<file path="src/hw/rtl/fcif_ram.sv">
// ----------------------------------------------------------------------------
// fcif_ram
// Generic single write port, single read port RAM with registered read.
// ----------------------------------------------------------------------------
`default_nettype none

module fcif_ram #(
    parameter int WIDTH = 8,
    parameter int DEPTH = 32,
    parameter int AW    = (DEPTH > 1) ? $clog2(DEPTH) : 1
) (
    input  wire logic             i_clk,
    input  wire logic             i_we,
    input  wire logic [AW-1:0]    i_waddr,
    input  wire logic [WIDTH-1:0] i_wdata,
    input  wire logic [AW-1:0]    i_raddr,
    output logic      [WIDTH-1:0] o_rdata
);

    logic [WIDTH-1:0] r_mem [DEPTH];

    always_ff @(posedge i_clk) begin
        if (i_we) begin
            r_mem[i_waddr] <= i_wdata;
        end
        o_rdata <= r_mem[i_raddr];
    end

endmodule

`default_nettype wire

</file>
<file path="config.mk">
export PLATFORM = sky130hd
export DESIGN_NAME = fcif_ram
export DESIGN_NICKNAME = d
export VERILOG_FILES = /design/src/hw/rtl/fcif_ram.sv
export SDC_FILE = /design/constraint.sdc
export NUM_CORES = 1
export LEC_CHECK = 0
export ABC_AREA = 1
export ABC_CLOCK_PERIOD_IN_PS = 3000
export BUFFER_PORTS_ARGS = -buffer_cell sky130_fd_sc_hd__buf_2
export CORE_UTILIZATION = 65
export CTS_CLUSTER_DIAMETER = 200
export CTS_CLUSTER_SIZE = 16
export DETAILED_ROUTE_END_ITERATION = 6
export GPL_ROUTABILITY_DRIVEN = 0
export PLACE_DENSITY = 0.89
export SYNTH_ARGS = -nofsm -noshare
export SYNTH_HDL_FRONTEND = slang
export SYNTH_SLANG_ARGS = --single-unit
</file>
<file path="constraint.sdc">
create_clock -name i_clk -period 3 [get_ports i_clk]
set_input_delay 0.3 -clock i_clk [delete_from_list [all_inputs] [get_ports i_clk]]
set_output_delay 0.3 -clock i_clk [all_outputs]
set_load 0.1 [all_outputs]
</file>
# [Word-level counts from Yosys, hierarchy flattened]
# Memory sizes are Yosys's and may differ from the RTL's. A register that Yosys moved wholly into a read port is not among the register bits.
# Index checks and enable logic that the tools add are counted.
[totals] regBits=0 ram_bits=256 input_bits=20 output_inout_bits=8 wordCells=3 n_memories=1
[classes] muxes=2
[mem_list] memory="r_mem" depth=32 width=8 rd=1 rd_ports_with_merged_regs=1 write_ports=1 line="20" text="logic [WIDTH-1:0] r_mem [DEPTH];"
[op_table] op="two-way mux 1 bit" count=2

# [Depth between registers and ports, before layout]
# Gate-level depths: netlist of the first run.
[depth] word_depth=2 depth_mapped=11 mapped_depth_nobuf=9

# [Worst setup path before layout of the first run]
# OpenSTA, ideal clock, no wires.
[synth_timing] path_kind="in2reg" from="input i_waddr[0]" to="memory r_mem[0][0], enable pin" setup_time_ns=0.370 arrival_time_ns=0.964 required_ns=2.630 setup_slack_ns=1.666 cell_stages=3 path_buffers=0 cell_sequence="inv_1 > nand3_1 > nor2_1"
[synth_lines] element="start, declared" line="14" text="input wire logic [AW-1:0] i_waddr,"
[synth_lines] element="end, declared" line="20"
# Straight into the memory's write port.

# [Worst setup path after layout of the first run]
[layout_timing] from="register o_rdata[1] (read register of r_mem)" to="output o_rdata[1]"
[layout_lines] element="start, declared" line="17" text="output logic [WIDTH-1:0] o_rdata"
# No word-level cell between the ends.

==> metrics, run 1 <==
worst IR drop on VDD=0.508 mV; RSZ-0062 raised after global routing=false; global-route wire length before repair=35900 µm; Critical Path RT=2.70 ns; leading area contributor after synthesis=edfxtp_1; Cell Area, Synth=10800 µm²; # port buffers=27; power per cell area=624 nW/µm²; TritonCTS clock tree=built; Slowest-stage cell, CP=buf_2; f_max=0.612 GHz; leak pwr=0.00420 µW; largest net degree at the start of global routing=129; fillers=1026; CP Class=reg -> out; Final Cycle Share=54.4%; # DRC=0; vias per cell=6.10; Area Overhead vs Synth=6.16%; H-tree level count=1; Die Y=131 µm; clock slew at reported path FFs=0.08 ns; CP bufs+invs=1; most frequent cells in the layout=nand2_1, edfxtp_1, nand3_1; startpoint types=register; # setup viols final=0; Synth area leaders=edfxtp_1, nand2_1, nand3_1, buf_6, dfxtp_1; worst path cell trace=buf_2; vias in the first global route=6643; min Tclk post-route=1.63 ns; worst-case clock buffer depth=3; sequential cell area fraction in the yosys report=72.8%; Util after Layout=71.3%; Worst Hold Class=in -> reg; cts hold-fix bufs=0; Rows=46; Syn Inst Count=922; post-CTS setup buffer count=0; filler-free cell count of the finished design=1152; Worst setup EP type=output port; CTS sink count=264; max-slew violations=0; routed len/inst=20.3 µm; Worst path max stage delay=0.45 ns; Initial Util=67.2%; synth warn=0; WP data arrival=1.33 ns; #FFs+latches synth=264; DP Cell Count=1121; largest delay contributor family on the critical path=buffers and inverters; PostCTS Resize Cnt=0; Max FO, Critical Path=1; outcome=complete, no violations; Tot GR Track Use=28.6%; slew of the pin with the lowest slew margin=0.784 ns; most common cell after layout, fill and taps aside=nand2_1; total iterations of the first detailed-routing run=6; synth unique cells=12; GR Overflow Total=0; Detailed Route Iter0 Violations=984; max_slew headroom=47.6%; Detail Route Antenna Nets=0; post-layout net count=947; initial antenna violation count=1; syn_area_per_cell=11.7 µm²; Core Footprint=16100 µm²; Post-DP HPWL=13800 µm; final hold viol count=0; clock latency on the worst-skew pair=0.50 ns; Top Ports=28; clk_skew=0.0227 ns; vias=7022; number of clock buffers inserted by TritonCTS=20; max cap viols=0; top cell type's share of synthesized area=71.3%; Mapped Nets=942; layout cells sized above 1=6.31%; WL final=23400 µm; Die ar.=17100 µm²; Die W=131 µm; setup_tns=0 ns; Root Buffer=clkbuf_16
-- where the power goes --
group          switching, µW  internal (µW)  leakage, µW  total, µW
combinational            443            121      0.00156        564
clock                   1180           1280     0.000273       2460
sequential              18.5           4100      0.00237       4110
-- per-stage QoR --
step	hold WS, ns	power (µW)	setup slack (ns)	instance area (µm²)
floorplan	0.399	4580	1.67	10800
global placement	0.618	4730	1.02	10900
detailed placement	0.622	4750	1.01	10900
CTS	0.110	7130	1.39	11400
global route	0.128	7310	1.37	11500
finish	0.108	7140	1.37	11500
-- final cells by class --
| class | instances | area [µm²] | area share [%] |
|---|---|---|---|
| repair buffers | 35 | 235 | 2.05 |
| clock buffers | 29 | 556 | 4.85 |
| clock inverters | 1 | 8.76 | 0.0765 |
| diodes | 1 | 2.50 | 0.0219 |
| inverters | 10 | 38.8 | 0.339 |
| multi-input cells | 596 | 2490 | 21.8 |
| well taps | 216 | 270 | 2.36 |
| flip-flops and latches | 264 | 7850 | 68.5 |
-- cells by family (layout without fill, tap and decap cells) --
| family | Yosys count | in the layout | share of synthesized area (%) |
|---|---|---|---|
| other | 0 | 1 | 0 |
| flip-flops | 264 | 264 | 72.8 |
| buffers and inverters | 62 | 75 | 4.14 |
| AND/OR/NAND/NOR | 596 | 596 | 23.1 |
-- state kept, by name (all words and copies together) (netlist names) --
name,cells
r_mem,256
o_rdata,8
-- cells in the mapped netlist (all sizes together) --
| library cell | n |
|---|---|
| nand2 | 360 |
| edfxtp | 256 |
| nand3 | 204 |
| buf | 45 |
| nor2 | 32 |
| inv | 10 |
| dfxtp | 8 |
| clkbuf | 7 |
-- path summary, 6_finish.rpt --
check | start | endpoint | slack, ns | cells past startpoint
setup / recovery | o_rdata[1]$_DFF_P_ | o_rdata[1] | 1.37 | 1
setup reg to reg | r_mem[2][6]$_DFFE_PP_ | o_rdata[6]$_DFF_P_ | 1.77 | 8
hold reg to reg | r_mem[8][3]$_DFFE_PP_ | o_rdata[3]$_DFF_P_ | 0.77 | 8
hold / removal | i_raddr[4] | o_rdata[3]$_DFF_P_ | 0.11 | 3
-- metal layers --
metal | up-vias | part of all wire, % | GRT usage (%)
met5 | - | 0 | 0
met2 | 491 | 49 | 46.2
met1 | 3267 | 38 | 39.8
met3 | 72 | 10 | 4.36
li1 | 3192 | - | -
met4 | 0 | 3.4 | 11.2
(Power assumes the default switching activity.)
==> run 2, diff against run 1 <==
- ABC_AREA: 1 -> 0
- ABC_CLOCK_PERIOD_IN_PS: 3000 -> 1540
- CORE_UTILIZATION: 65 -> 61
- PLACE_DENSITY: 0.89 -> 0.85
- clock period: 3 -> 1.54 ns (I/O delays scaled with it)
==> metrics, run 2 <==
outcome=complete, but fails checks; failing checks=negative setup slack; most common cell after layout, fill and taps aside=edfxtp_1; Cell Area, Synth=10100 µm² (-6.8%); synth unique cells=15 (+3); Initial Util=62.8% (-4.3 points); worst IR drop on VDD=0.799 mV (+57%); # port buffers=27 (unchanged); worst-case clock buffer depth=3 (unchanged); Clk pwr share=34.8% (+0.3 points); WL final=22000 µm (-6.0%); clock latency on the worst-skew pair=0.51 ns (about the same); initial antenna violation count=0 (-1); Die W=130 µm (-0.34%); Mapped Nets=437 (-54%); max-slew violations=0 (unchanged); # DRC=0 (unchanged); total iterations of the first detailed-routing run=7 (+1); predominant post-synthesis flop cell=edfxtp_1; commonest cells in the netlist=edfxtp_1, mux4_2, nor2_1; vias in the first global route=4856 (-27%); antenna diode count=0 (-1); asr flop ratio synth=0% (unchanged); routed len/inst=30.4 µm (+49%); Critical Path RT=1.93 ns (-0.77 ns); Util after Layout=72.0% (+0.67 points); Top Ports=28 (unchanged); Post-DP HPWL=13300 µm (-3.6%); Comb pwr share=7.5% (-0.4 points); vias=4741 (-32%); startpoint types=register; #FFs+latches synth=264 (unchanged); min Tclk post-route=1.88 ns; Syn Inst Count=417 (-55%); Detail Route Antenna Nets=0 (unchanged); Synth area leaders=edfxtp_1, mux4_2, dfxtp_1, nor2_1, mux2_2; leading area contributor after synthesis=edfxtp_1; Regs by FF count=r_mem x256, o_rdata x8; RSZ-0062 raised after global routing=true; Die ar.=17000 µm² (-0.67%); number of clock buffers inserted by TritonCTS=20 (unchanged); sequential cell area fraction in the yosys report=78.1% (+5.3 points); Tot GR Track Use=27.7% (-0.92 points); Net Switching=2990 µW (+82%); Final Cycle Share=122%; top-count cell post-synth=edfxtp_1; cts hold-fix bufs=0 (unchanged); post-layout net count=516 (-46%); most frequent cells in the layout=edfxtp_1, mux4_2, buf_4; Top reg by flops=r_mem; Final WS setup=-0.344 ns (-1.71 ns); post-CTS setup buffer count=0 (unchanged); # setup viols final=8 (+8); largest net degree at the start of global routing=33 (-74%); top cell type's share of synthesized area=76.5% (+5.2 points); GR Overflow Total=0 (unchanged); layout cells sized above 1=38.5% (+32 points); Worst Hold Class=in -> reg; Post-synth EDFFs=256 (unchanged); Detailed Route Iter0 Violations=589 (-40%); filler-free cell count of the finished design=725 (-37%); leak pwr=0.00370 µW (-12%); Die Y=130 µm (-0.34%); Net Sw Frac=21.5% (-1.5 points); WP data arrival=2.28 ns (+0.95 ns); max reg flops=256 (unchanged); Root Buffer=clkbuf_16; Flop pwr share=57.7% (about the same); f_max=0.531 GHz; Rows=46 (unchanged); CP Class=reg -> reg; clock slew at reported path FFs=0.07 ns (about the same); clk_skew=0.0193 ns (-0.00340 ns); syn_area_per_cell=24.1 µm² (+110%); global-route wire length before repair=32000 µm (-11%); Max FO, Critical Path=1 (unchanged); max cap viols=0 (unchanged); CTS sink count=264 (unchanged); Core Footprint=16000 µm² (-0.36%); vias per cell=6.54 (+7.3%); slew of the pin with the lowest slew margin=0.643 ns (-0.140 ns); TritonCTS clock tree=built; Worst setup EP type=register; final hold viol count=0 (unchanged); DP Cell Count=690 (-38%); internal power=10900 µW (+99%); H-tree level count=1 (unchanged); Area Overhead vs Synth=14.6%; max_slew headroom=57.1% (+9.6 points); power per cell area=1210 nW/µm² (+94%); synth warn=0 (unchanged)
[run 2: cell families (layout without fill, tap and decap cells)]
group,count (synthesis),in the layout,share of synthesized area (%)
flops,264,264,78.1
buf+inv,20,112,1.06
mux,88,88,18.8
simple gates,45,45,2.07
[run 2: what timing repair did]
action,in CTS,in global routing
gates resized for setup,7,0
pin swaps,0,0
setup endpoints to repair,8,8
[run 2: area by class of cell]
| cell class | count | area, µm² |
|---|---|---|
| sequential | 264 | 7850 |
| fill | 934 | 4480 |
| multi-input combinational | 133 | 2140 |
| timing repair buffer | 77 | 676 |
| clock buffer | 34 | 574 |
| tap | 216 | 270 |
| clock inverter | 1 | 8.76 |
[run 2: final timing paths]
check / depth (start not counted) / slack (ns) / to / start
min reg2reg: 3 / 0.92 / o_rdata[1]$_DFF_P_ / r_mem[23][1]$_DFFE_PP_
max reg2reg: 3 / -0.34 / o_rdata[4]$_DFF_P_ / r_mem[15][4]$_DFFE_PP_
max: 3 / -0.34 / o_rdata[4]$_DFF_P_ / r_mem[15][4]$_DFFE_PP_
min: 2 / 0.12 / o_rdata[1]$_DFF_P_ / i_raddr[3]
[run 2: routing by layer]
layer	part of all wire, %	vias to the layer above	global-route usage, %	wire (µm)
met5	0	-	0	0
met4	2.8	0	8.59	616
met3	10	43	5.66	2200
met2	51	301	45.5	11100
met1	37	2471	38.2	8060
li1	-	1926	-	-
[run 2: metrics by stage]
stage	hold slack (ns)	setup TNS, ns	worst slack, ns	area [µm²]	power [µW]
after floorplan	0.253	-2.72	-0.211	10200	8840
after global placement	0.614	-4.35	-0.563	10900	9150
after detailed placement	0.621	-4.59	-0.604	10900	9200
after CTS	0.105	-2.24	-0.357	11500	13900
after global routing	0.111	-2.45	-0.369	11500	14300
final	0.124	-2.27	-0.344	11500	13900
[run 2: power groups by stage]
stage / Clock [µW] / Sequential, µW / Combinational [µW]
2_1_floorplan: 0 / 8380 / 462
3_3_place_gp: 0 / 8170 / 981
3_5_place_dp: 0 / 8180 / 1020
4_1_cts: 4880 / 8020 / 1050
5_1_grt: 5140 / 8030 / 1090
6_report: 4850 / 8020 / 1040
[run 2: critical path: stages, from the launching register on]
cell      delay, ns
edfxtp_1       0.40
mux4_2         0.55
mux4_2         0.53
mux2_4         0.28
==> run 3, diff against run 2 <==
- CORE_MARGIN: unset -> 8
- GPL_TIMING_DRIVEN: unset -> 0
==> metrics, run 3 (synthesis results as in run 2) <==
# port buffers=22 (-19%); fillers=975 (+4.4%); R2R cell count=3 (unchanged); Top reg by flops=r_mem; leak pwr=0.00346 µW (-6.4%); Util after Layout=68.3% (-3.7 points); total iterations of the first detailed-routing run=5 (-2); post-layout net count=481 (-6.8%); WP data arrival=2.22 ns (-0.06 ns); Post-DP HPWL=13000 µm (-2.3%); vias=4636 (-2.2%); RSZ-0062 raised after global routing=true; endpoint of the worst hold path=r_mem[17][5]$_DFFE_PP_; Die W=144 µm (+11%); CTS sink count=264 (unchanged); max reg flops=256 (unchanged); outcome=complete, but fails checks; Tot GR Track Use=21.0% (-6.7 points); max-slew violations=0 (unchanged); worst IR drop on VDD=0.639 mV (-20%); slew of the pin with the lowest slew margin=0.918 ns (+0.275 ns); failing checks=negative setup slack; worst-case clock buffer depth=3 (unchanged); Die ar.=20800 µm² (+23%); design area=11200 µm² (-3.0%); Final WS setup=-0.302 ns (+0.0416 ns); number of clock buffers inserted by TritonCTS=20 (unchanged); Crit Reg-Reg Endpoint=o_rdata[0]$_DFF_P_; antenna diode count=0 (unchanged); Root Buffer=clkbuf_16; max cap viols=0 (unchanged); post-CTS setup buffer count=0 (unchanged); vias per cell=6.67 (+2.0%); power per cell area=1240 nW/µm² (+3.0%); Detail Route Antenna Nets=0 (unchanged); clock latency on the worst-skew pair=0.49 ns (-0.02 ns); hold path cells=1 (-1); Final Cycle Share=120% (-2.7 points); Rows=47 (+2.2%); Area Overhead vs Synth=11.1%; startpoint types=register; Detailed Route Iter0 Violations=604 (+2.5%); most frequent cells in the layout=edfxtp_1, mux4_2, buf_2, nor2_1, clkbuf_16; filler-free cell count of the finished design=695 (-4.1%); WL final=20700 µm (-6.1%); global-route wire length before repair=31200 µm (-2.7%); Die Y=144 µm (+11%); hold_ws=0.187 ns (+0.0638 ns); Initial Util=61.5% (-1.3 points); routed len/inst=29.7 µm (-2.1%); FF-to-FF setup slack=-0.30 ns (+0.04 ns); largest net degree at the start of global routing=33 (unchanged); layout cells sized above 1=33.5% (-5.0 points); Regs by FF count=r_mem x256, o_rdata x8; Worst setup EP type=register; Core Footprint=16300 µm² (+2.2%); H-tree level count=1 (unchanged); Worst Hold Class=in -> reg; cts hold-fix bufs=0 (unchanged); max_slew headroom=38.6% (-19 points); DP Cell Count=659 (-4.5%); initial antenna violation count=1 (+1); Worst R2R Start=r_mem[10][0]$_DFFE_PP_; # setup viols final=8 (unchanged); clock slew at reported path FFs=0.08 ns (about the same); final hold viol count=0 (unchanged); HP Start=i_wdata[5]; Top Ports=28 (unchanged); GR Overflow Total=0 (unchanged); min Tclk post-route=1.84 ns (-0.0416 ns); Critical Path RT=1.92 ns (about the same); TritonCTS clock tree=built; cell area after placement=10600 µm² (-3.2%); Max FO, Critical Path=1 (unchanged); vias in the first global route=4754 (-2.1%); # DRC=0 (unchanged); f_max=0.543 GHz (+2.3%); setup_tns=-2.19 ns (+0.0809 ns); most common cell after layout, fill and taps aside=edfxtp_1; CP Class=reg -> reg; clk_skew=0.0111 ns (-0.00817 ns)
==> run 3: what timing repair did <==
action | CTS | global route
gates resized for setup | 4 | 2
setup endpoints to repair | 24 | 8
endpoints found under the hold margin | 0 | 0
==> run 3: stage by stage <==
| stage | total power (µW) | setup WS [ns] |
|---|---|---|
| 6_report | 13900 | -0.302 |
| 5_1_grt | 14200 | -0.306 |
| 4_1_cts | 13900 | -0.309 |
| 3_5_place_dp | 9170 | -0.546 |
| 3_3_place_gp | 9120 | -0.526 |
| 2_1_floorplan | 8840 | -0.211 |
==> run 3: critical path: stages, from the launching register on <==
cell and delay (ns):
edfxtp_1 0.42, mux4_2 0.50, mux4_2 0.52, mux2_4 0.29
==> run 3: per-layer routing <==
metal  vias to the layer above  global-route usage (%)  wire (µm)
met5                         -                       0          0
met2                       280                    34.0      10300
met3                        28                    3.14       1770
met1                      2462                    29.9       8260
li1                       1866                       -          -
met4                         0                    5.53        345
==> run 3: power breakdown <==
group | internal, µW | total, µW | switching [µW]
clock | 2560 | 4870 | 2310
sequential | 7980 | 8010 | 29.0
combinational | 363 | 1010 | 650
total | 10900 | 13900 | 2980
==> run 3: worst max-delay path by stage <==
stage                                start                endpoint  slack (ns)  depth (start not counted)
floorplan                       i_raddr[0]      o_rdata[0]$_DFF_P_       -0.21                          5
global placement                i_waddr[1]  r_mem[24][4]$_DFFE_PP_       -0.53                          4
detailed placement              i_waddr[1]  r_mem[24][3]$_DFFE_PP_       -0.55                          4
CTS                 r_mem[10][0]$_DFFE_PP_      o_rdata[0]$_DFF_P_       -0.31                          3
global route        r_mem[10][0]$_DFFE_PP_      o_rdata[0]$_DFF_P_       -0.31                          3
finish              r_mem[10][0]$_DFFE_PP_      o_rdata[0]$_DFF_P_       -0.30                          3
==> run 3: final cells by class <==
| type | count | area [µm²] | share of cell area, % |
|---|---|---|---|
| tap | 220 | 275 | 2.46 |
| clock inverter | 1 | 8.76 | 0.0784 |
| buffer | 20 | 213 | 1.90 |
| timing repair buffer | 22 | 110 | 0.986 |
| clock buffer | 35 | 578 | 5.18 |
| sequential | 264 | 7850 | 70.3 |
| multi-input combinational | 133 | 2130 | 19.1 |
